$ cat src/rtl/mmcs_pkg.sv
// Shared types, codes and keyword tables for the mission mode command sequencer.
// No dependencies; every rtl module imports this package.
package mmcs_pkg;

  localparam int KW_COUNT = 11;
  localparam int KW_MAXLEN = 16;
  localparam logic [KW_COUNT-1:0] KW_ALL = {KW_COUNT{1'b1}};

  localparam logic [7:0] CHAR_NUL = 8'h00;
  localparam logic [7:0] CHAR_LF = 8'h0A;
  localparam logic [7:0] CHAR_CR = 8'h0D;

  localparam logic OP_BYTE = 1'b0;
  localparam logic OP_TICK = 1'b1;

  // Keywords, right-justified in 16 bytes, first character in the highest used byte
  localparam logic [8*KW_MAXLEN-1:0] KW_TEXT [KW_COUNT] = '{
    {"GET", "_STATUS"}, {"ENTER", "_TEST_MODE"}, {"EXIT", "_TEST_MODE"},
    {"FLIGHT", "_READY"}, {"AWAIT", "_SOE"}, "LEDS_ON", {"LEDS", "_OFF"},
    "CAM_ON", "CAM_OFF", {"SAFE", "_SHUTDOWN"}, "HELP"
  };
  localparam logic [3:0] KW_LEN [KW_COUNT] = '{
    4'd10, 4'd15, 4'd14, 4'd12, 4'd9, 4'd7, 4'd8, 4'd6, 4'd7, 4'd13, 4'd4
  };

  typedef enum logic [2:0] {
    MODE_BOOT     = 3'd0,
    MODE_GROUND   = 3'd1,
    MODE_TEST     = 3'd2,
    MODE_READY    = 3'd3,
    MODE_AWAIT    = 3'd4,
    MODE_ACTIVE   = 3'd5,
    MODE_SHUTDOWN = 3'd6,
    MODE_ERROR    = 3'd7
  } mode_t;

  typedef enum logic [3:0] {
    CMD_STATUS     = 4'd0,
    CMD_ENTER_TEST = 4'd1,
    CMD_EXIT_TEST  = 4'd2,
    CMD_FLIGHT_RDY = 4'd3,
    CMD_ARM_START  = 4'd4,
    CMD_LEDS_ON    = 4'd5,
    CMD_LIGHTS_OFF = 4'd6,
    CMD_CAM_ON     = 4'd7,
    CMD_CAM_OFF    = 4'd8,
    CMD_SHUTDOWN   = 4'd9,
    CMD_HELP       = 4'd10,
    CMD_UNKNOWN    = 4'd11
  } cmd_t;

  typedef enum logic [4:0] {
    RESP_STATUS       = 5'd0,
    RESP_TEST_ACK     = 5'd1,
    RESP_TEST_ERR     = 5'd2,
    RESP_EXIT_ACK     = 5'd3,
    RESP_EXIT_ERR     = 5'd4,
    RESP_READY_ACK    = 5'd5,
    RESP_READY_ERR    = 5'd6,
    RESP_AWAIT_ACK    = 5'd7,
    RESP_AWAIT_ERR    = 5'd8,
    RESP_LEDS_ON_ACK  = 5'd9,
    RESP_LEDS_ON_ERR  = 5'd10,
    RESP_LIGHTS_OFF   = 5'd11,
    RESP_CAM_ON_ACK   = 5'd12,
    RESP_CAM_ON_ERR   = 5'd13,
    RESP_CAM_OFF      = 5'd14,
    RESP_SHUTDOWN     = 5'd15,
    RESP_HELP         = 5'd16,
    RESP_UNKNOWN      = 5'd17,
    RESP_TOO_LONG     = 5'd18,
    RESP_STARTED      = 5'd19
  } resp_t;

  typedef enum logic [1:0] {
    EV_TICK     = 2'd0,
    EV_CMD      = 2'd1,
    EV_TOO_LONG = 2'd2
  } ev_kind_t;

  // Classified event handed from the line front end to the executor
  typedef struct packed {
    ev_kind_t kind;
    cmd_t     cmd;
    logic     start;
    logic     liftoff;
  } ev_t;

  // Character of keyword k at line position pos, NUL beyond its end
  function automatic logic [7:0] kw_char(input int k, input logic [6:0] pos);
    logic [8*KW_MAXLEN-1:0] txt;
    int idx;
    txt = KW_TEXT[k];
    idx = int'(KW_LEN[k]) - 1 - int'(pos);
    if (idx < 0) begin
      return CHAR_NUL;
    end
    return txt[8*idx +: 8];
  endfunction

  // Keywords whose length equals len
  function automatic logic [KW_COUNT-1:0] len_mask(input logic [6:0] len);
    logic [KW_COUNT-1:0] m;
    m = '0;
    for (int k = 0; k < KW_COUNT; k++) begin
      if (7'(KW_LEN[k]) == len) begin
        m[k] = 1'b1;
      end
    end
    return m;
  endfunction

endpackage

$ cat src/rtl/mmcs_front.sv
// Front end: takes bytes and ticks, builds the line match state, classifies events.
// Depends on mmcs_pkg.
module mmcs_front
  import mmcs_pkg::*;
#(
  parameter int LINE_CAPACITY = 96
) (
  input  logic       clk,
  input  logic       rst_n,
  input  logic       in_valid,
  output logic       in_stall,
  input  logic       in_op,
  input  logic [7:0] in_rx_byte,
  input  logic       in_start_level,
  input  logic       in_liftoff_level,
  input  logic       q_full,
  output logic       push,
  output ev_t        push_ev
);

  localparam int LEN_W = $clog2(LINE_CAPACITY);

  logic [LEN_W-1:0]    len_r, len_nxt;
  logic [KW_COUNT-1:0] match_r, match_nxt;
  logic                ended_r, ended_nxt;

  logic                accept;
  logic [KW_COUNT-1:0] eol_mask;
  logic                eol_none;
  cmd_t                eol_cmd;
  logic [KW_COUNT-1:0] cmp_mask;

  assign in_stall = q_full;
  assign accept   = in_valid && !in_stall;

  // Resolve the command a newline would select
  always_comb begin
    eol_mask = ended_r ? match_r : (match_r & len_mask(7'(len_r)));
    eol_none = ended_r ? (match_r == KW_ALL) : (len_r == '0);
    eol_cmd  = CMD_UNKNOWN;
    for (int k = KW_COUNT - 1; k >= 0; k--) begin
      if (eol_mask[k]) begin
        eol_cmd = cmd_t'(4'(k));
      end
    end
  end

  // Compare the incoming byte against each keyword at the current position
  always_comb begin
    cmp_mask = match_r;
    for (int k = 0; k < KW_COUNT; k++) begin
      if (in_rx_byte != kw_char(k, 7'(len_r))) begin
        cmp_mask[k] = 1'b0;
      end
    end
  end

  // Advance the line state and raise events
  always_comb begin
    len_nxt         = len_r;
    match_nxt       = match_r;
    ended_nxt       = ended_r;
    push            = 1'b0;
    push_ev.kind    = EV_CMD;
    push_ev.cmd     = eol_cmd;
    push_ev.start   = in_start_level;
    push_ev.liftoff = in_liftoff_level;
    if (accept) begin
      if (in_op == OP_TICK) begin
        push_ev.kind = EV_TICK;
        push         = in_start_level;
      end else if (in_rx_byte == CHAR_CR) begin
        // ignore carriage return
      end else if (in_rx_byte == CHAR_LF) begin
        push      = !eol_none;
        len_nxt   = '0;
        match_nxt = KW_ALL;
        ended_nxt = 1'b0;
      end else if (len_r < LEN_W'(LINE_CAPACITY - 1)) begin
        if (!ended_r) begin
          if (in_rx_byte == CHAR_NUL) begin
            if (len_r != '0) begin
              match_nxt = match_r & len_mask(7'(len_r));
            end
            ended_nxt = 1'b1;
          end else begin
            match_nxt = cmp_mask;
          end
        end
        len_nxt = len_r + 1'b1;
      end else begin
        // drop the overlong line
        push_ev.kind = EV_TOO_LONG;
        push         = 1'b1;
        len_nxt      = '0;
        match_nxt    = KW_ALL;
        ended_nxt    = 1'b0;
      end
    end
  end

  always_ff @(posedge clk) begin
    if (!rst_n) begin
      len_r   <= '0;
      match_r <= KW_ALL;
      ended_r <= 1'b0;
    end else begin
      len_r   <= len_nxt;
      match_r <= match_nxt;
      ended_r <= ended_nxt;
    end
  end

endmodule

$ cat src/rtl/mmcs_queue.sv
// Two-entry event queue between the front end and the executor.
// Depends on mmcs_pkg for the event type.
module mmcs_queue
  import mmcs_pkg::*;
(
  input  logic clk,
  input  logic rst_n,
  input  logic push,
  input  ev_t  push_ev,
  input  logic pop,
  output logic full,
  output logic head_valid,
  output ev_t  head_ev
);

  ev_t        mem_r [2];
  logic       wr_ptr_r, wr_ptr_nxt;
  logic       rd_ptr_r, rd_ptr_nxt;
  logic [1:0] count_r, count_nxt;

  assign full       = (count_r == 2'd2);
  assign head_valid = (count_r != 2'd0);
  assign head_ev    = mem_r[rd_ptr_r];

  // Advance pointers and fill count
  always_comb begin
    wr_ptr_nxt = push ? !wr_ptr_r : wr_ptr_r;
    rd_ptr_nxt = pop ? !rd_ptr_r : rd_ptr_r;
    count_nxt  = count_r + {1'b0, push} - {1'b0, pop};
  end

  always_ff @(posedge clk) begin
    if (push) begin
      mem_r[wr_ptr_r] <= push_ev;
    end
  end

  always_ff @(posedge clk) begin
    if (!rst_n) begin
      wr_ptr_r <= 1'b0;
      rd_ptr_r <= 1'b0;
      count_r  <= 2'd0;
    end else begin
      wr_ptr_r <= wr_ptr_nxt;
      rd_ptr_r <= rd_ptr_nxt;
      count_r  <= count_nxt;
    end
  end

`ifndef SYNTHESIS
  a_count_bound: assert property (@(posedge clk) disable iff (!rst_n)
    count_r != 2'd3) else $error("queue count out of range");
  a_pop_nonempty: assert property (@(posedge clk) disable iff (!rst_n)
    pop |-> head_valid) else $error("pop from empty queue");
  a_push_grows: assert property (@(posedge clk) disable iff (!rst_n)
    (push && !pop) |=> count_r == 2'($past(count_r) + 2'd1))
    else $error("push did not grow queue");
  a_ptr_gap: assert property (@(posedge clk) disable iff (!rst_n)
    (count_r == 2'd0 || count_r == 2'd2) |-> wr_ptr_r == rd_ptr_r)
    else $error("queue pointers disagree with count");
`endif

endmodule

$ cat src/rtl/mmcs_back.sv
// Executor: applies events to the mission mode and enables, registers the response.
// Depends on mmcs_pkg.
module mmcs_back
  import mmcs_pkg::*;
(
  input  logic       clk,
  input  logic       rst_n,
  input  logic       head_valid,
  input  ev_t        head_ev,
  output logic       pop,
  output logic       out_valid,
  input  logic       out_stall,
  output logic [4:0] out_response,
  output logic [2:0] out_mode,
  output logic       out_camera_on,
  output logic       out_lights_on,
  output logic       out_start_seen,
  output logic       out_liftoff_seen
);

  mode_t mode_r, mode_nxt;
  logic  cam_r, cam_nxt;
  logic  leds_r, leds_nxt;

  logic  out_valid_r;
  resp_t resp_r;
  mode_t omode_r;
  logic  ocam_r, oleds_r, ostart_r, olift_r;

  logic  has_res;
  resp_t resp;

  assign pop = head_valid && (!out_valid_r || !out_stall);

  // Next mode and enables
  always_comb begin
    mode_nxt = mode_r;
    cam_nxt  = cam_r;
    leds_nxt = leds_r;
    if (pop) begin
      unique case (head_ev.kind)
        EV_TICK: begin
          if (mode_r == MODE_AWAIT && head_ev.start) begin
            mode_nxt = MODE_ACTIVE;
            cam_nxt  = 1'b1;
            leds_nxt = 1'b1;
          end
        end
        EV_CMD: begin
          unique case (head_ev.cmd)
            CMD_ENTER_TEST: begin
              if (mode_r == MODE_GROUND || mode_r == MODE_READY) begin
                mode_nxt = MODE_TEST;
              end
            end
            CMD_EXIT_TEST: begin
              if (mode_r == MODE_TEST) begin
                mode_nxt = MODE_GROUND;
                cam_nxt  = 1'b0;
                leds_nxt = 1'b0;
              end
            end
            CMD_FLIGHT_RDY: begin
              if (mode_r == MODE_GROUND || mode_r == MODE_TEST) begin
                mode_nxt = MODE_READY;
                cam_nxt  = 1'b0;
                leds_nxt = 1'b0;
              end
            end
            CMD_ARM_START: begin
              if (mode_r == MODE_READY) begin
                mode_nxt = MODE_AWAIT;
              end
            end
            CMD_LEDS_ON: begin
              if (mode_r == MODE_TEST) begin
                leds_nxt = 1'b1;
              end
            end
            CMD_LIGHTS_OFF: leds_nxt = 1'b0;
            CMD_CAM_ON: begin
              if (mode_r == MODE_TEST) begin
                cam_nxt = 1'b1;
              end
            end
            CMD_CAM_OFF: cam_nxt = 1'b0;
            CMD_SHUTDOWN: begin
              mode_nxt = MODE_SHUTDOWN;
              cam_nxt  = 1'b0;
              leds_nxt = 1'b0;
            end
            default: ;
          endcase
        end
        default: ;
      endcase
    end
  end

  // Response code for the head event
  always_comb begin
    has_res = 1'b1;
    resp    = RESP_UNKNOWN;
    unique case (head_ev.kind)
      EV_TICK: begin
        has_res = (mode_r == MODE_AWAIT) && head_ev.start;
        resp    = RESP_STARTED;
      end
      EV_TOO_LONG: resp = RESP_TOO_LONG;
      EV_CMD: begin
        unique case (head_ev.cmd)
          CMD_STATUS:     resp = RESP_STATUS;
          CMD_ENTER_TEST: resp = (mode_r == MODE_GROUND || mode_r == MODE_READY)
                                 ? RESP_TEST_ACK : RESP_TEST_ERR;
          CMD_EXIT_TEST:  resp = (mode_r == MODE_TEST) ? RESP_EXIT_ACK : RESP_EXIT_ERR;
          CMD_FLIGHT_RDY: resp = (mode_r == MODE_GROUND || mode_r == MODE_TEST)
                                 ? RESP_READY_ACK : RESP_READY_ERR;
          CMD_ARM_START:  resp = (mode_r == MODE_READY) ? RESP_AWAIT_ACK : RESP_AWAIT_ERR;
          CMD_LEDS_ON:    resp = (mode_r == MODE_TEST) ? RESP_LEDS_ON_ACK : RESP_LEDS_ON_ERR;
          CMD_LIGHTS_OFF: resp = RESP_LIGHTS_OFF;
          CMD_CAM_ON:     resp = (mode_r == MODE_TEST) ? RESP_CAM_ON_ACK : RESP_CAM_ON_ERR;
          CMD_CAM_OFF:    resp = RESP_CAM_OFF;
          CMD_SHUTDOWN:   resp = RESP_SHUTDOWN;
          CMD_HELP:       resp = RESP_HELP;
          default:        resp = RESP_UNKNOWN;
        endcase
      end
      default: has_res = 1'b0;
    endcase
  end

  // Control state
  always_ff @(posedge clk) begin
    if (!rst_n) begin
      mode_r      <= MODE_GROUND;
      cam_r       <= 1'b0;
      leds_r      <= 1'b0;
      out_valid_r <= 1'b0;
    end else begin
      mode_r <= mode_nxt;
      cam_r  <= cam_nxt;
      leds_r <= leds_nxt;
      if (pop) begin
        out_valid_r <= has_res;
      end else if (!out_stall) begin
        out_valid_r <= 1'b0;
      end
    end
  end

  // Hold the result until its transfer
  always_ff @(posedge clk) begin
    if (pop && has_res) begin
      resp_r   <= resp;
      omode_r  <= mode_nxt;
      ocam_r   <= cam_nxt;
      oleds_r  <= leds_nxt;
      ostart_r <= head_ev.start;
      olift_r  <= head_ev.liftoff;
    end
  end

  assign out_valid        = out_valid_r;
  assign out_response     = resp_r;
  assign out_mode         = omode_r;
  assign out_camera_on    = ocam_r;
  assign out_lights_on    = oleds_r;
  assign out_start_seen   = ostart_r;
  assign out_liftoff_seen = olift_r;

endmodule

$ cat src/rtl/mission_mode_command_sequencer.sv
// Flow: an accepted item is written into the event queue; the executor pops it
// and loads the output register once that register is empty or not stalled.
// Throughput: one item per cycle; input stalls only while the two-entry event
// queue is full, which happens when the result side holds stall.
// Reset (synchronous, rst_n low): ground link mode, camera and LEDs off,
// line cleared, queue and output register empty.
module mission_mode_command_sequencer
  import mmcs_pkg::*;
#(
  parameter int LINE_CAPACITY = 96
) (
  input  logic       clk,
  input  logic       rst_n,
  input  logic       in_valid,
  output logic       in_stall,
  input  logic       in_op,
  input  logic [7:0] in_rx_byte,
  input  logic       in_start_level,
  input  logic       in_liftoff_level,
  output logic       out_valid,
  input  logic       out_stall,
  output logic [4:0] out_response,
  output logic [2:0] out_mode,
  output logic       out_camera_on,
  output logic       out_lights_on,
  output logic       out_start_seen,
  output logic       out_liftoff_seen
);

  logic q_full, push, pop, head_valid;
  ev_t  push_ev, head_ev;

  mmcs_front #(
    .LINE_CAPACITY(LINE_CAPACITY)
  ) u_front (
    .clk             (clk),
    .rst_n           (rst_n),
    .in_valid        (in_valid),
    .in_stall        (in_stall),
    .in_op           (in_op),
    .in_rx_byte      (in_rx_byte),
    .in_start_level  (in_start_level),
    .in_liftoff_level(in_liftoff_level),
    .q_full          (q_full),
    .push            (push),
    .push_ev         (push_ev)
  );

  mmcs_queue u_queue (
    .clk       (clk),
    .rst_n     (rst_n),
    .push      (push),
    .push_ev   (push_ev),
    .pop       (pop),
    .full      (q_full),
    .head_valid(head_valid),
    .head_ev   (head_ev)
  );

  mmcs_back u_back (
    .clk             (clk),
    .rst_n           (rst_n),
    .head_valid      (head_valid),
    .head_ev         (head_ev),
    .pop             (pop),
    .out_valid       (out_valid),
    .out_stall       (out_stall),
    .out_response    (out_response),
    .out_mode        (out_mode),
    .out_camera_on   (out_camera_on),
    .out_lights_on   (out_lights_on),
    .out_start_seen  (out_start_seen),
    .out_liftoff_seen(out_liftoff_seen)
  );

endmodule
$ cat config.mk
export PLATFORM = sky130hd
export DESIGN_NAME = mission_mode_command_sequencer
export DESIGN_NICKNAME = d
export VERILOG_FILES = /design/src/rtl/mmcs_pkg.sv /design/src/rtl/mmcs_front.sv /design/src/rtl/mmcs_queue.sv /design/src/rtl/mmcs_back.sv /design/src/rtl/mission_mode_command_sequencer.sv
export SDC_FILE = /design/constraint.sdc
export NUM_CORES = 1
export LEC_CHECK = 0
export ABC_CLOCK_PERIOD_IN_PS = 7600
export BUFFER_PORTS_ARGS = -buffer_cell sky130_fd_sc_hd__buf_2
export CAP_MARGIN = 5
export CORE_MARGIN = 2
export CORE_UTILIZATION = 44
export CTS_CLUSTER_DIAMETER = 40
export DETAILED_ROUTE_END_ITERATION = 6
export HOLD_SLACK_MARGIN = 0.08
export PLACE_DENSITY_LB_ADDON = 0.05
export SLEW_MARGIN = 20
export SYNTH_ARGS = -nofsm -noshare
export SYNTH_HDL_FRONTEND = slang
export SYNTH_HIERARCHICAL = 1
export SYNTH_SLANG_ARGS = --single-unit
$ cat constraint.sdc
create_clock -name clk -period 7.6 [get_ports clk]
set_clock_uncertainty 0.15 [all_clocks]
set_input_delay 1.52 -clock clk [delete_from_list [all_inputs] [get_ports clk]]
set_output_delay 1.52 -clock clk [all_outputs]
set_load 0.01 [all_outputs]
==> results of run 1 <==
-- cell usage in the layout (no fill, tap or decap), types with 5 or more instances in the layout --
cell type / instances
nor2_1: 73
nand2_1: 70
o21ai_0: 64
a21oi_1: 47
xnor2_1: 39
nand3_1: 33
dfxtp_1: 29
buf_2: 28
nor3_1: 28
edfxtp_1: 28
nor2b_1: 26
inv_1: 23
ha_1: 20
nand2b_1: 18
a31oi_1: 18
and3_1: 15
a21o_1: 14
xor2_1: 14
nand4_1: 12
buf_4: 10
clkbuf_16: 9
mux2_1: 9
o21a_1: 8
o32ai_1: 8
or3_1: 8
and2_1: 8
a211oi_1: 8
a21boi_0: 8
o211ai_1: 7
o31ai_1: 6
o22ai_1: 5
o221ai_1: 5
or2_1: 5
a22oi_1: 5
a211o_1: 5
-- routing by layer --
layer,track usage (%),share of wire (%)
met1,31.9,41
met2,45.4,49
met3,4.85,6.0
met4,11.8,3.8
met5,0,0
-- cells in the mapped netlist (4+ instances only) --
cell / number / area share, %
o221ai_1: 5 / 0.69
xnor2_1: 39 / 5.4
o41ai_1: 4 / 0.55
nand2_1: 70 / 4.1
or2_1: 5 / 0.49
xor2_1: 14 / 1.9
nand4_1: 12 / 1.2
nand2b_1: 18 / 1.8
a21boi_0: 8 / 0.94
a21oi_1: 47 / 3.7
or2_2: 4 / 0.39
o2111ai_1: 4 / 0.55
o22ai_1: 5 / 0.49
nor3_1: 28 / 2.2
mux2i_1: 4 / 0.63
nor4_1: 4 / 0.39
a211o_1: 5 / 0.69
a22oi_1: 5 / 0.59
o21bai_1: 4 / 0.47
nor2b_1: 26 / 2.6
clkbuf_1: 32 / 1.9
o21ai_0: 64 / 5.0
a31oi_1: 18 / 1.8
and3_1: 15 / 1.5
and2_1: 8 / 0.79
o32ai_1: 8 / 1.1
o211ai_1: 7 / 0.83
a21o_1: 14 / 1.7
dfxtp_1: 30 / 9.4
o31ai_1: 6 / 0.71
buf_2: 23 / 1.8
buf_1: 5 / 0.29
a32oi_1: 4 / 0.55
buf_4: 6 / 0.71
nand3_1: 33 / 2.6
mux2_1: 9 / 1.6
a211oi_1: 8 / 0.94
or3_1: 8 / 0.79
inv_1: 23 / 1.4
edfxtp_1: 28 / 13
mux2_2: 4 / 0.71
nor2_1: 73 / 4.3
ha_1: 20 / 3.9
o21a_1: 8 / 0.94
-- per-stage QoR --
stage | std cells | total power, mW | hold slack (ps)
floorplan | 842 | 0.820 | 292
global placement | 991 | 0.940 | 319
detailed placement | 991 | 0.948 | 320
CTS | 1007 | 1.32 | 328
global route | 1007 | 1.41 | 350
finish | 1007 | 1.33 | 330
-- state kept, by name, summed over array words and instances, names as in the netlist, named ones only --
register,flops
u_back/out_camera_on,1
u_back/out_mode,3
u_queue/count_r,2
u_back/out_lights_on,1
u_back/out_valid,1
u_front/len_r,7
u_back/out_start_seen,1
u_front/ended_r,1
u_back/out_response,5
u_back/out_liftoff_seen,1
u_queue/mem_r,16
u_queue/rd_ptr_r,1
u_back/cam_r,1
u_front/match_r,11
u_back/mode_r,3
u_queue/wr_ptr_r,1
u_back/leds_r,1
-- worst min-delay path by stage --
stage | to | slack (ps) | from
2_1_floorplan | u_front/match_r[7] | 290 | u_front/match_r[7]
3_3_place_gp | u_back/leds_r | 320 | u_back/leds_r
3_5_place_dp | u_back/leds_r | 320 | u_back/leds_r
4_1_cts | u_back/leds_r | 330 | u_back/leds_r
5_1_grt | u_back/leds_r | 350 | u_back/leds_r
6_report | u_back/leds_r | 330 | u_back/leds_r
-- area by class of cell --
| type | instances | area [um2] |
|---|---|---|
| Multi-Input combinational cell | 688 | 4510 |
| Inverter | 27 | 101 |
| Clock buffer | 9 | 225 |
| Clock inverter | 7 | 45.0 |
| Sequential cell | 58 | 1440 |
| Tap cell | 180 | 225 |
| Fill cell | 1427 | 7230 |
| Timing Repair Buffer | 38 | 215 |
-- power by group through the flow --
stage | clock network [mW] | logic (mW) | registers (mW)
floorplan | 0 | 0.406 | 0.414
global placement | 0 | 0.515 | 0.425
detailed placement | 0 | 0.522 | 0.425
CTS | 0.377 | 0.525 | 0.419
global route | 0.396 | 0.588 | 0.425
finish | 0.373 | 0.536 | 0.420
-- logic make-up (layout without fill, tap and decap cells) --
group | after synthesis | in the layout
multiplexers | 17 | 17
adder cells (fa/ha/maj) | 20 | 20
flip-flops | 58 | 58
XOR/XNOR | 56 | 56
AND/OR/NAND/NOR | 330 | 330
buffers and inverters | 96 | 81
AO/OA/AOI/OAI | 265 | 265
-- critical path, cell delays in order --
cell and delay, ps:
buf_2 270, or4_1 630, nor3_2 310, a31oi_1 280, nor3_1 280, a22oi_1 100
nor2_1 190, nor2b_1 620
==> results.md, run 1 <==
- RSZ-0062 raised after global routing: no
- Syn_area_per_cell: 7.56 um2
- Post-DRT Antenna Nets: 0
- Net Sw Power: 0.524 mW
- Final setup vio count: 0
- Hold Path Class: flip-flop to flip-flop
- First-pass DRT Iterations: 5
- FMAX: 0.228 GHz
- Worst hold path cell count: 2
- CTS root buffer: clkbuf_16
- Outcome: completed
- Sequential share of the synthesized area: 22.6%
- Leakage: 2.53 nW
- Die ar.: 0.0154 mm2
- Worst-case reg-to-reg path depth: 11
- Mux cell area share after synthesis: 2.93%
- Chip Width: 124 um
- Pwr Density: 197 mW/mm2
- CTS tree: done
- Post-synthesis compound-gate area fraction: 28.7%
- Initial antenna violation count: 0
- Slew Limit Fails: 0
- Post-Synthesis Cells: 842
- DR WL/cell: 20.6 um
- Net count after synthesis: 877
- Final hold viol count: 0
- Simple-Gate Fraction of Synth Area: 26.9%
- Largest net degree at the start of global routing: 66
- H-tree levels: 3
- Setup bufs post-CTS: 0
- Initial core utilization: 45.5%
- Final Net Count: 857
- Ant diodes: 0
- Power share of the clock group: 28.1%
- Yosys reg bits: 58
- Post-synth ARST share: 0%
- R2R Path Start: u_front/len_r[2]
- HPWL Detailed: 14500 um
- Synthesized cell area: 0.00636 mm2
- Main flop type after synthesis: dfxtp_1
- IO Pins: 29
- Part of the cycle the worst path needs: 57.8%
- CTS buffer count: 9
- Drt via density: 6.49
- CP Capture Type: flip-flop
- Chip height: 124 um
- Starting DRT DRC Count: 801
- Hold buffer count at cts: 0
- Comb pwr share: 40.3%
- Setup TNS: 0 ps
- R2R Setup Slk: 3630 ps
- Post-Synth Adder-Cell Area: 3.93%
- First-pass GRT wire length: 32900 um
- Post-synth EDFFs: 28
- All-Layer GR Usage: 26.3%
- Total grt overflow: 0
- Crit path kind: input port to flip-flop
- Synth Area in XOR/XNOR: 8.26%
- CTS Buffer Depth: 2
- WP data arrival: 4200 ps
- Layout cell share with drive strength beyond 1: 9.92%
- Synth warn: 6
- Main combinational cell family by area after synthesis: compound AO/OA/AOI/OAI gates
- Int Power: 0.805 mW
- Max_cap viols: 0
- IO Port Bufs: 28
- Final wirelength: 20800 um
- Clock Latency Late Sink: 330 ps
- Final instance area: 0.00676 mm2
- Worst-margin pin slew: 1030 ps
- Req. time, crit path: 7410 ps
- Post-cts repair resize count: 0
- # DRC: 0
- Number of global-route vias before repair: 6070
- Final core utilization: 48.3%
- CP startpoint kind: input port
- Row Count: 43
- Worst R2R End: u_front/match_r[2]
- Synth-to-Final Area Change: 6.23%
- CP Launch Point: in_rx_byte[4]
- Relative slew slack: 31.1%
- Unique masters post-synth: 93
- Area of the core: 0.0140 mm2
- Max IR drop VDD: 0.000107 V
- Final worst slack: 3210 ps
- Place WS: 2870 ps
- Via count: 6539
- GPL Wtd Cong: 0.889
- CTS Sinks: 58
- Clock-pin slew on the worst setup and hold paths: 60 ps
- Switching share of total power: 39.4%
- Placed cell areas: 0.00648 mm2
- Tmin final: 4390 ps
- CP endpoint: u_queue/mem_r[0][1]
- Seq pwr share: 31.6%
- Critical path peak fanout: 27
No activity file was read; power rests on OpenSTA's default activity.
==> run 2, diff against run 1 <==
--- a/config.mk
+++ b/config.mk
@@ -5,7 +5,7 @@
 export SDC_FILE = /design/constraint.sdc
 export NUM_CORES = 1
 export LEC_CHECK = 0
-export ABC_CLOCK_PERIOD_IN_PS = 7600
+export ABC_CLOCK_PERIOD_IN_PS = 4500
 export BUFFER_PORTS_ARGS = -buffer_cell sky130_fd_sc_hd__buf_2
 export CAP_MARGIN = 5
 export CORE_MARGIN = 2
==> constraint.sdc (replaced) <==
create_clock -name clk -period 4.5 [get_ports clk]
set_clock_uncertainty 0.15 [all_clocks]
set_input_delay 0.9 -clock clk [delete_from_list [all_inputs] [get_ports clk]]
set_output_delay 0.9 -clock clk [all_outputs]
set_load 0.01 [all_outputs]
==> results.md, run 2 (synthesis gave the netlist of run 1 again) <==
- Outcome: completed
- Tmin final: 3550 ps
- Clock Latency Late Sink: 340 ps (about the same)
- Worst hold path cell count: 2 (unchanged)
- CTS tree: done
- Via count: 6576 (+0.57%)
- Initial core utilization: 45.5% (unchanged)
- Setup bufs post-CTS: 0 (unchanged)
- CP Capture Type: flip-flop
- WP data arrival: 3680 ps (-520 ps)
- # DRC: 0 (unchanged)
- CTS buffer count: 9 (unchanged)
- Synth-to-Final Area Change: 8.43%
- Max IR drop VDD: 0.000149 V (+39%)
- Hold Path Class: flip-flop to flip-flop
- Hold buffer count at cts: 0 (unchanged)
- CTS Buffer Depth: 2 (unchanged)
- IO Pins: 29 (unchanged)
- Number of global-route vias before repair: 6034 (-0.59%)
- Die ar.: 0.0154 mm2 (unchanged)
- Biggest regs: u_queue/mem_r (16), u_front/match_r (11), u_front/len_r (7)
- Post-DRT Antenna Nets: 0 (unchanged)
- Drt via density: 6.48 (-0.23%)
- Crit path kind: flip-flop to flip-flop
- Max reg flops: 16 (unchanged)
- Initial antenna violation count: 0 (unchanged)
- Critical path peak fanout: 22 (-19%)
- Post-cts repair resize count: 0 (unchanged)
- Chip Width: 124 um (unchanged)
- Largest net degree at the start of global routing: 69 (+4.5%)
- Top reg by flops: u_queue/mem_r
- Final Net Count: 865 (+0.93%)
- First-pass GRT wire length: 33100 um (+0.74%)
- Final hold viol count: 0 (unchanged)
- Req. time, crit path: 4630 ps (-2780 ps)
- CTS root buffer: clkbuf_16
- Ant diodes: 0 (unchanged)
- Max_cap viols: 0 (unchanged)
- Final wirelength: 21000 um (+1.2%)
- Clock-pin slew on the worst setup and hold paths: 60 ps (about the same)
- Area of the core: 0.0140 mm2 (unchanged)
- H-tree levels: 3 (unchanged)
- Total grt overflow: 0 (unchanged)
- First-pass DRT Iterations: 6 (+1)
- FMAX: 0.282 GHz
- Chip height: 124 um (unchanged)
- DR WL/cell: 20.7 um (+0.37%)
- CP startpoint kind: flip-flop
- Layout cell share with drive strength beyond 1: 10.9% (+0.98 points)
- Final setup vio count: 0 (unchanged)
- Relative slew slack: 28.4% (-2.7 points)
- RSZ-0062 raised after global routing: no
- Starting DRT DRC Count: 689 (-14%)
- Pwr Density: 353 mW/mm2 (+80%)
- IO Port Bufs: 28 (unchanged)
- CTS Sinks: 58 (unchanged)
- Commonest non-fill, non-tap cells in the layout: nor2_1 (73), nand2_1 (70), o21ai_0 (64)
- Slew Limit Fails: 0 (unchanged)
- Worst-case reg-to-reg path depth: 8 (-3)
- Most common cell after layout, fill and taps aside: nor2_1
- All-Layer GR Usage: 26.4% (+0.056 points)
- HPWL Detailed: 14800 um (+1.8%)
- Row Count: 43 (unchanged)
- GPL Wtd Cong: 0.911 (+2.4%)
- Part of the cycle the worst path needs: 78.8%
- Placed cell areas: 0.00655 mm2 (+0.93%)
- Final instance area: 0.00690 mm2 (+2.1%)
- Setup TNS: 0 ps (unchanged)
- Leakage: 2.62 nW (+3.3%)
- Worst-margin pin slew: 1070 ps (+42.6 ps)
-- run 2: layout make-up --
class,count,area (um2)
fillers,1363,7090
clock buffers,9,225
inverters,27,101
clock inverters,7,125
well taps,180,225
repair buffers,46,275
multi-input cells,688,4510
flip-flops and latches,58,1440
-- run 2: worst paths after layout --
check | from | endpoint | slack (ps)
hold / removal | u_back/leds_r | u_back/leds_r | 340
hold reg to reg | u_back/leds_r | u_back/leds_r | 340
setup reg to reg | u_front/len_r[3] | u_front/match_r[8] | 950
setup / recovery | u_front/len_r[3] | u_front/match_r[8] | 950
-- run 2: power by group --
part           total, mW  internal (mW)  switching (mW)  leakage [nW]
logic              0.921          0.360           0.561          1.96
clock network      0.807          0.545           0.262         0.170
registers          0.708          0.640          0.0675         0.489
-- run 2: through the flow --
| stage | util [%] | hold slack (ps) | instances | worst slack, ps | power [mW] |
|---|---|---|---|---|---|
| 3_3_place_gp | 46.8 | 318 | 999 | 802 | 1.60 |
| 3_5_place_dp | 46.8 | 324 | 999 | 725 | 1.61 |
| 4_1_cts | 49.3 | 332 | 1015 | 958 | 2.43 |
| 6_report | 49.3 | 338 | 1015 | 952 | 2.44 |
| 2_1_floorplan | - | 292 | 842 | 1060 | 1.38 |
| 5_1_grt | 49.3 | 367 | 1015 | 752 | 2.56 |
-- run 2: critical path, stage by stage, from the launching register on --
cell and delay, ps:
dfxtp_1 320, inv_2 250, ha_1 800, or4b_4 560, and4bb_4 370, o21ai_0 100, a221o_1 370, a2111oi_1 410
a211o_1 160
-- run 2: routing by layer --
| metal | track usage [%] | vias to the layer above | share of wire, % |
|---|---|---|---|
| li1 | - | 3092 | - |
| met1 | 33.4 | 3137 | 42 |
| met2 | 45.1 | 298 | 49 |
| met3 | 3.44 | 49 | 5.2 |
| met4 | 11.5 | 0 | 3.6 |
| met5 | 0 | - | 0 |
==> run 3, diff against run 2 <==
--- a/config.mk
+++ b/config.mk
@@ -5,7 +5,7 @@
 export SDC_FILE = /design/constraint.sdc
 export NUM_CORES = 1
 export LEC_CHECK = 0
-export ABC_CLOCK_PERIOD_IN_PS = 4500
+export ABC_CLOCK_PERIOD_IN_PS = 3100
 export BUFFER_PORTS_ARGS = -buffer_cell sky130_fd_sc_hd__buf_2
 export CAP_MARGIN = 5
 export CORE_MARGIN = 2
==> constraint.sdc (replaced) <==
create_clock -name clk -period 3.1 [get_ports clk]
set_clock_uncertainty 0.15 [all_clocks]
set_input_delay 0.62 -clock clk [delete_from_list [all_inputs] [get_ports clk]]
set_output_delay 0.62 -clock clk [all_outputs]
set_load 0.01 [all_outputs]
==> results.md, run 3 (synthesis gave the netlist of run 1 again) <==
- CP startpoint kind: flip-flop
- First-pass DRT Iterations: 5 (-1)
- Switching share of total power: 37.2% (+0.61 points)
- Crit path kind: flip-flop to flip-flop
- Layout cell share with drive strength beyond 1: 16.3% (+5.4 points)
- Chip Width: 124 um (unchanged)
- Top reg by flops: u_queue/mem_r
- Leakage: 2.85 nW (+8.9%)
- Commonest non-fill, non-tap cells in the layout: nor2_1 (73), nand2_1 (70), o21ai_0 (64)
- Outcome: completed
- CTS Sinks: 58 (unchanged)
- Relative slew slack: 54.9% (+27 points)
- Worst-margin pin slew: 675 ps (-397 ps)
- GPL Wtd Cong: 0.961 (+5.5%)
- Worst hold path cell count: 2 (unchanged)
- Pwr Density: 482 mW/mm2 (+36%)
- # DRC: 0 (unchanged)
- Initial antenna violation count: 0 (unchanged)
- Area of the core: 0.0140 mm2 (unchanged)
- Max IR drop VDD: 0.000380 V (+160%)
- Int Power: 2.22 mW (+43%)
- HPWL Detailed: 16000 um (+8.1%)
- Slew Limit Fails: 0 (unchanged)
- Synth-to-Final Area Change: 15.1%
- Worst R2R End: u_front/match_r[2]
- DR WL/cell: 20.5 um (-1.3%)
- Final wirelength: 21800 um (+3.4%)
- Clock-pin slew on the worst setup and hold paths: 60 ps (about the same)
- Most common cell after layout, fill and taps aside: nor2_1
- Comb pwr share: 39.7% (+1.9 points)
- Via count: 6672 (+1.5%)
- All-Layer GR Usage: 27.5% (+1.1 points)
- Setup TNS: 0 ps (unchanged)
- Clock Latency Late Sink: 330 ps (about the same)
- Final hold viol count: 0 (unchanged)
- Critical path peak fanout: 35 (+59%)
- H-tree levels: 3 (unchanged)
- Cell repeated most along the worst path: o21bai_1
- IO Port Bufs: 28 (unchanged)
- Worst-case reg-to-reg path depth: 11 (+3)
- CTS buffer count: 9 (unchanged)
- Final setup vio count: 0 (unchanged)
- First-pass GRT wire length: 34300 um (+3.6%)
- CTS tree: done
- Net Sw Power: 1.31 mW (+47%)
- Hold buffer count at cts: 0 (unchanged)
- R2R Path Start: u_front/len_r[1]
- IO Pins: 29 (unchanged)
- Biggest regs: u_queue/mem_r (16), u_front/match_r (11), u_front/len_r (7)
- Tmin final: 2980 ps (-571 ps)
- Starting DRT DRC Count: 650 (-5.7%)
- R2R Setup Slk: 120 ps (-830 ps)
- FMAX: 0.336 GHz (+19%)
- Hold path start: u_back/leds_r
- Power share of the clock group: 31.4% (-1.7 points)
- Largest net degree at the start of global routing: 36 (-48%)
- Cell breakdown of the critical path: buf_8 > ha_2 > xnor2_1 > buf_4 > nor3_1 > o21bai_1 > or2_2 > mux2_2 > o21ai_0 > a41oi_1 > o21bai_1
- Final worst slack: 123 ps (-829 ps)
- CP Capture Type: flip-flop
- Chip height: 124 um (unchanged)
- Ant diodes: 0 (unchanged)
- Hold Path Class: flip-flop to flip-flop
- Place WS: 43.4 ps (-682 ps)
- CTS root buffer: clkbuf_16
- Slowest stage delay, CP: 370 ps (-430 ps)
- Seq pwr share: 29.0% (about the same)
- Drt via density: 6.28 (-3.1%)
- Final Net Count: 913 (+5.5%)
- Initial core utilization: 45.5% (unchanged)
- Max reg flops: 16 (unchanged)
- CTS Buffer Depth: 2 (unchanged)
- Req. time, crit path: 3210 ps (-1420 ps)
- Max_cap viols: 0 (unchanged)
- Die ar.: 0.0154 mm2 (unchanged)
- Row Count: 43 (unchanged)
- Post-DRT Antenna Nets: 0 (unchanged)
- Crit-path slowest cell: dfxtp_1
- Hold endpoint: u_back/leds_r
- WP data arrival: 3080 ps (-600 ps)
- Total grt overflow: 0 (unchanged)
- Number of global-route vias before repair: 6187 (+2.5%)
- Part of the cycle the worst path needs: 96.0% (+17 points)
-- run 3: changes by cell type in the layout (fill, tap and decap cells not counted), moves of 2 or more --
cell        previous run  this run
buf_12                 0         4
ha_1                  20        17
clkinvlp_4             0         2
buf_4                 18        61
ha_2                   0         3
-- run 3: what timing repair did --
action                                  CTS  global route
endpoints found under the setup margin    0             6
gates resized for setup                   0             8
setup buffers                             0             0
-- run 3: worst max path at each step --
stage	from	end	slack, ps	cells after the start
after global routing	u_front/len_r[1]	u_front/match_r[2]	-10	11
after detailed placement	u_front/len_r[1]	u_front/match_r[2]	40	11
after global placement	u_front/len_r[1]	u_front/match_r[2]	60	11
final	u_front/len_r[1]	u_front/match_r[2]	120	11
after CTS	u_front/len_r[1]	u_front/match_r[2]	20	11
after floorplan	u_front/len_r[1]	u_front/match_r[9]	50	12
-- run 3: critical path: cells and delay by family (launching register included) --
family,cells,cell delay (ps)
flops,1,370
compound gates,4,710
buf+inv,2,490
fa+ha+maj,1,320
simple gates,2,330
mux,1,260
xor+xnor,1,250
-- run 3: through the flow --
stage	hold WS, ps	utilization (%)	cells	power [mW]	instance area, um2
6_report	325	52.4	1063	3.53	7320
3_5_place_dp	318	49.7	1047	2.41	6960
4_1_cts	320	52.1	1063	3.53	7280
5_1_grt	322	52.4	1063	3.72	7320
2_1_floorplan	292	-	842	2.01	6370
3_3_place_gp	314	49.7	1047	2.38	6960
-- run 3: layout make-up --
cell class | count | area (um2)
inverters | 27 | 101
repair buffers | 94 | 693
well taps | 180 | 225
multi-input cells | 688 | 4540
fillers | 1378 | 6660
clock inverters | 7 | 101
flip-flops and latches | 58 | 1440
clock buffers | 9 | 225
-- run 3: power groups by stage --
stage	Sequential [mW]	Combinational, mW	Clock [mW]
floorplan	1.01	0.995	0
global placement	1.03	1.35	0
detailed placement	1.04	1.37	0
CTS	1.02	1.38	1.13
global route	1.04	1.53	1.15
finish	1.02	1.40	1.11
-- run 3: per-layer routing --
metal	share of wire [%]	track usage (%)	wire, um
met5	0	0	0
met4	3.4	11.1	747
met3	6.0	3.82	1310
met2	49	47.9	10800
met1	41	34.1	8940
